===== config.mk =====
export PLATFORM = sky130hd
export DESIGN_NAME = fvn_combine
export DESIGN_NICKNAME = d
export VERILOG_FILES = /design/src/fvn_pkg.sv /design/src/fvn_combine.sv
export SDC_FILE = /design/constraint.sdc
export NUM_CORES = 1
export LEC_CHECK = 0
export BUFFER_PORTS_ARGS = -buffer_cell sky130_fd_sc_hd__buf_4
export CAP_MARGIN = 20
export CORE_ASPECT_RATIO = 1.1
export CORE_MARGIN = 3
export CORE_UTILIZATION = 60
export DETAILED_ROUTE_END_ITERATION = 7
export PLACE_DENSITY_LB_ADDON = 0.25
export SLEW_MARGIN = 20
export SYNTH_ARGS = -nofsm -noshare
export SYNTH_HDL_FRONTEND = slang
export SYNTH_SLANG_ARGS = --single-unit

===== constraint.sdc =====
create_clock -name i_clk -period 8.3 [get_ports i_clk]
set_input_delay 0.83 -clock i_clk [delete_from_list [all_inputs] [get_ports i_clk]]
set_output_delay 0.83 -clock i_clk [all_outputs]
set_load 0.03 [all_outputs]

===== src/fvn_pkg.sv =====
// Shared constants for the fractal value-noise height pipeline.
package fvn_pkg;

    localparam int Octaves = 4;

    // Octave frequencies, unsigned Q0.24, rounded to nearest.
    localparam logic [21:0] FREQ_Q24 [Octaves] = '{
        22'd201327, 22'd503316, 22'd1207960, 22'd3019899
    };
    // Octave weights in tenths.
    localparam logic [6:0] WEIGHT_TENTHS [Octaves] = '{7'd80, 7'd30, 7'd10, 7'd3};

    localparam logic [31:0] PRIME_X = 32'd73856093;
    localparam logic [31:0] PRIME_Z = 32'd19349663;
    localparam logic [30:0] MASK31  = 31'h7FFFFFFF;

    // floor(2^44 / 10000): quotient estimate is exact or one low.
    localparam logic [30:0] RECIP_MOD = 31'd1759218604;
    localparam logic [13:0] NOISE_MOD = 14'd10000;

    // floor(2^40 / 3125): final scaling divide, exact or one low.
    localparam logic [28:0] RECIP_SCALE = 29'd351843720;
    localparam logic [11:0] SCALE_DIV   = 12'd3125;
    localparam logic [16:0] ROUND_HALF  = 17'd50000;
    localparam logic [16:0] HEIGHT_OFS  = 17'd20480;

endpackage


===== src/fvn_combine.sv =====
// Octave sum, rounded scaling to Q.12 by reciprocal divide, offset removal.
module fvn_combine (
    input  logic                        i_clk,
    input  logic [fvn_pkg::Octaves-1:0][52:0] i_wv,
    output logic signed [15:0]          o_height
);
    logic [54:0] sum;
    logic [33:0] y;
    logic [27:0] r_y5, r_y5b;
    logic [56:0] qp;
    logic [16:0] r_qe;
    logic [28:0] qm, rem;
    logic        corr;
    logic [15:0] r_h;

    always_comb begin
        sum = '0;
        for (int i = 0; i < fvn_pkg::Octaves; i++) begin
            sum = sum + 55'(i_wv[i]);
        end
    end

    assign y    = sum[53:20] + 34'(fvn_pkg::ROUND_HALF);
    assign qp   = 57'(r_y5) * 57'(fvn_pkg::RECIP_SCALE);
    assign qm   = 29'(r_qe) * 29'(fvn_pkg::SCALE_DIV);
    assign rem  = {1'b0, r_y5b} - qm;
    assign corr = rem >= 29'(fvn_pkg::SCALE_DIV);

    always_ff @(posedge i_clk) begin
        r_y5  <= y[32:5];
        r_y5b <= r_y5;
        r_qe  <= qp[56:40];
        r_h   <= 16'(r_qe + 17'(corr) - fvn_pkg::HEIGHT_OFS);
    end

    assign o_height = $signed(r_h);
endmodule


==> results.tsv <==
stage	metric	value	unit
routing	routed via count	17600	
grt	largest net degree at the start of global routing	17	
worst_setup_path	Worst EP required	8.60	ns
synthesis	YS warnings	0	
place	DP Wirelength	51.5	mm
timing	relative slew slack	31.7	%
clocking	clk sinks	89	
worst_hold_path	hold_sp	r_y5[17]	
synthesis	Syn Std Cell Area	24500	sq um
layout	area growth from synthesis to layout	11.1	%
synthesis	Async S/R FF share, synth	0	%
place	port bufs	228	
synthesis	Syn Area/Cell	10.1	sq um
timing	RSZ-0062 raised after global routing	no	
grt	gr usage total	28.4	%
job	maxcap violations	0	
routing	DR DRC count	0	
worst_setup_path	peak fanout along the critical path	13	
timing	Slew Viols, Final	0	
grt	first-pass GRT wire length	97.2	mm
die	Rows	77	
routing	DR vias/cell	5.52	
outcome	status	finished clean	
clocking	CTS tree	built	
timing	final hold vios	0	
timing	worst slew pin tran	1.02	ns
worst_setup_path	Worst Setup End Kind	flip-flop	
routing	DR WL/cell	18.2	um
grt	total grt overflow	0	
place	RePlAce Congestion	0.913	
timing	final period utilization	95.2	%
routing	Routed Antenna Nets	0	
clocking	CTS H-tree depth	3	
routing	Pre-Repair DR Iteration Count	5	
clocking	CTS buffer count	9	
timing	Tmin final	7.90	ns
die	die height	218	um
worst_setup_path	Critical path origin	r_y5[19]	
synthesis	Synth top area share	38.1	%
die	Die Area	43300	sq um
grt	vias in the first global route	19900	
worst_hold_path	Hold WC Path Type	flip-flop to flip-flop	
synthesis	main flop type after synthesis	dfxtp_1	
die	Initial Util	60.9	%
clocking	Max Buffers Root-to-Sink	2	
grt	antenna violations before repair	0	
synthesis	Synth Instances	2435	
worst_setup_path	CP startpoint kind	flip-flop	
timing	Final Setup Violations	0	
worst_setup_path	R2R Path Start	r_y5[19]	
worst_setup_path	critical path arrival	8.20	ns
die	I/O pin total	229	
synthesis	Synth top cells by count	625 x inv_1, 496 x ha_1, 467 x fa_1	
layout	share of layout cells above drive strength 1	10.6	%
synthesis	Synthesized Nets	3611	
timing	clk_skew	0.0130	ns
clocking	Post-CTS Setup Repair Bufs	0	
synthesis	synth top area cells	fa_1 38%, ha_1 25%, inv_1 9.6%	
clocking	CTS Root Cell	clkbuf_16	
routing	DRT iter0 DRCs	685	
clocking	Worst-path clk slew	0.08	ns
layout	number of antenna diodes	0	
timing	final setup TNS	0	ns
synthesis	flops & latches, synth	89	
clocking	clk_lat worst skew	0.37	ns
layout	Final #Nets	3853	
die	Die X	199	um
worst_setup_path	Setup CP Type	flip-flop to flip-flop	
die	core area	40300	sq um
routing	wire length after detailed routing	58.3	mm
synthesis	EDFF count, synth	0	
synthesis	most common cell in the synthesized netlist	inv_1	
synthesis	area leader, netlist	fa_1	
timing	f_max	127	MHz
synthesis	Synth cell types	81	
synthesis	register area share after synthesis	7.27	%
-- state kept, by name (all words and copies together), names as in the netlist --
name and count:
r_y5 28, o_height 16, r_y5b 28, r_qe 17
-- per-layer routing --
| metal | GRT usage, % | up-vias | share of wire (%) |
|---|---|---|---|
| li1 | - | 8292 | - |
| met1 | 33.8 | 8862 | 39 |
| met2 | 53.8 | 372 | 54 |
| met3 | 2.64 | 102 | 3.4 |
| met4 | 9.14 | 0 | 3.3 |
| met5 | 0 | - | 0 |
-- per-stage QoR --
stage               utilization [%]  cells  instance area [sq um]  setup slack [ns]  hold WS (ns)
global placement               66.9   3179                  26900             0.361         0.544
floorplan                         -   2435                  24500              1.78         0.486
detailed placement             66.9   3179                  26900             0.190         0.530
finish                         67.6   3195                  27200             0.398         0.559
global route                   67.6   3195                  27200            0.0643         0.553
CTS                            67.6   3195                  27200             0.146         0.541
-- critical path, stage by stage (launching register included) --
cell and delay [ns]:
dfxtp_1 0.94, ha_1 0.39, fa_1 0.49, inv_1 0.06, fa_1 0.56, fa_1 0.47
fa_1 0.46, fa_1 0.51, inv_1 0.05, fa_1 0.43, ha_1 0.30, a21o_1 0.18
a21o_1 0.16, a21o_1 0.16, a21oi_1 0.19, o221ai_1 0.19, a2111oi_1 0.70, o21ai_0 0.37
a31oi_1 0.42, o21ai_0 0.23, a21o_1 0.24, a21oi_1 0.18, xnor2_1 0.13
-- worst paths after layout --
path | end | slack [ns] | depth (start not counted)
max reg2reg | r_qe[16] | 0.40 | 22
min reg2reg | r_y5b[17] | 0.56 | 0
max | r_qe[16] | 0.40 | 22
min | r_y5b[17] | 0.56 | 0
-- layout by cell type (no fill, tap or decap), types with 13 or more instances in the layout --
master and n:
inv_1 625, ha_1 496, fa_1 467, buf_4 245, dfxtp_1 89, a21oi_1 85
nor2_1 71, nand2_1 66, xnor2_1 65, o21ai_0 55, a21o_1 47, xor2_1 37
nand3_1 32, nand2b_1 18, o21a_1 17, nand4_1 16, and2_1 16, nor3_1 16
and3_1 15, o211ai_1 14, o21bai_1 13
-- cells by family (layout without fill, tap and decap cells) --
family	after synthesis	in the layout	share of synthesized area, %
adders and majority gates	963	963	63.4
muxes	9	9	0.373
and+or+nand+nor	307	307	6.53
buffers and inverters	639	886	9.79
AOI/OAI and AO/OA	326	326	8.96
DFF	89	89	7.27
xor gates and xnor gates	102	102	3.64
-- final cells by class --
class | instances | area, sq um
multi-input cells | 1707 | 20300
fillers | 3179 | 13000
inverters | 625 | 2350
repair buffers | 245 | 1840
flip-flops and latches | 89 | 1780
well taps | 513 | 642
clock buffers | 10 | 229
clock inverters | 6 | 50.0
-- repair_timing --
item	4_1_cts	5_1_grt
hold buffers	0	0
endpoints found under the setup margin	0	4
resized for setup	0	1
Power is left out: the tool's default activity adds up to more than one toggle a clock period on the data nets, which glitch-free logic cannot reach.
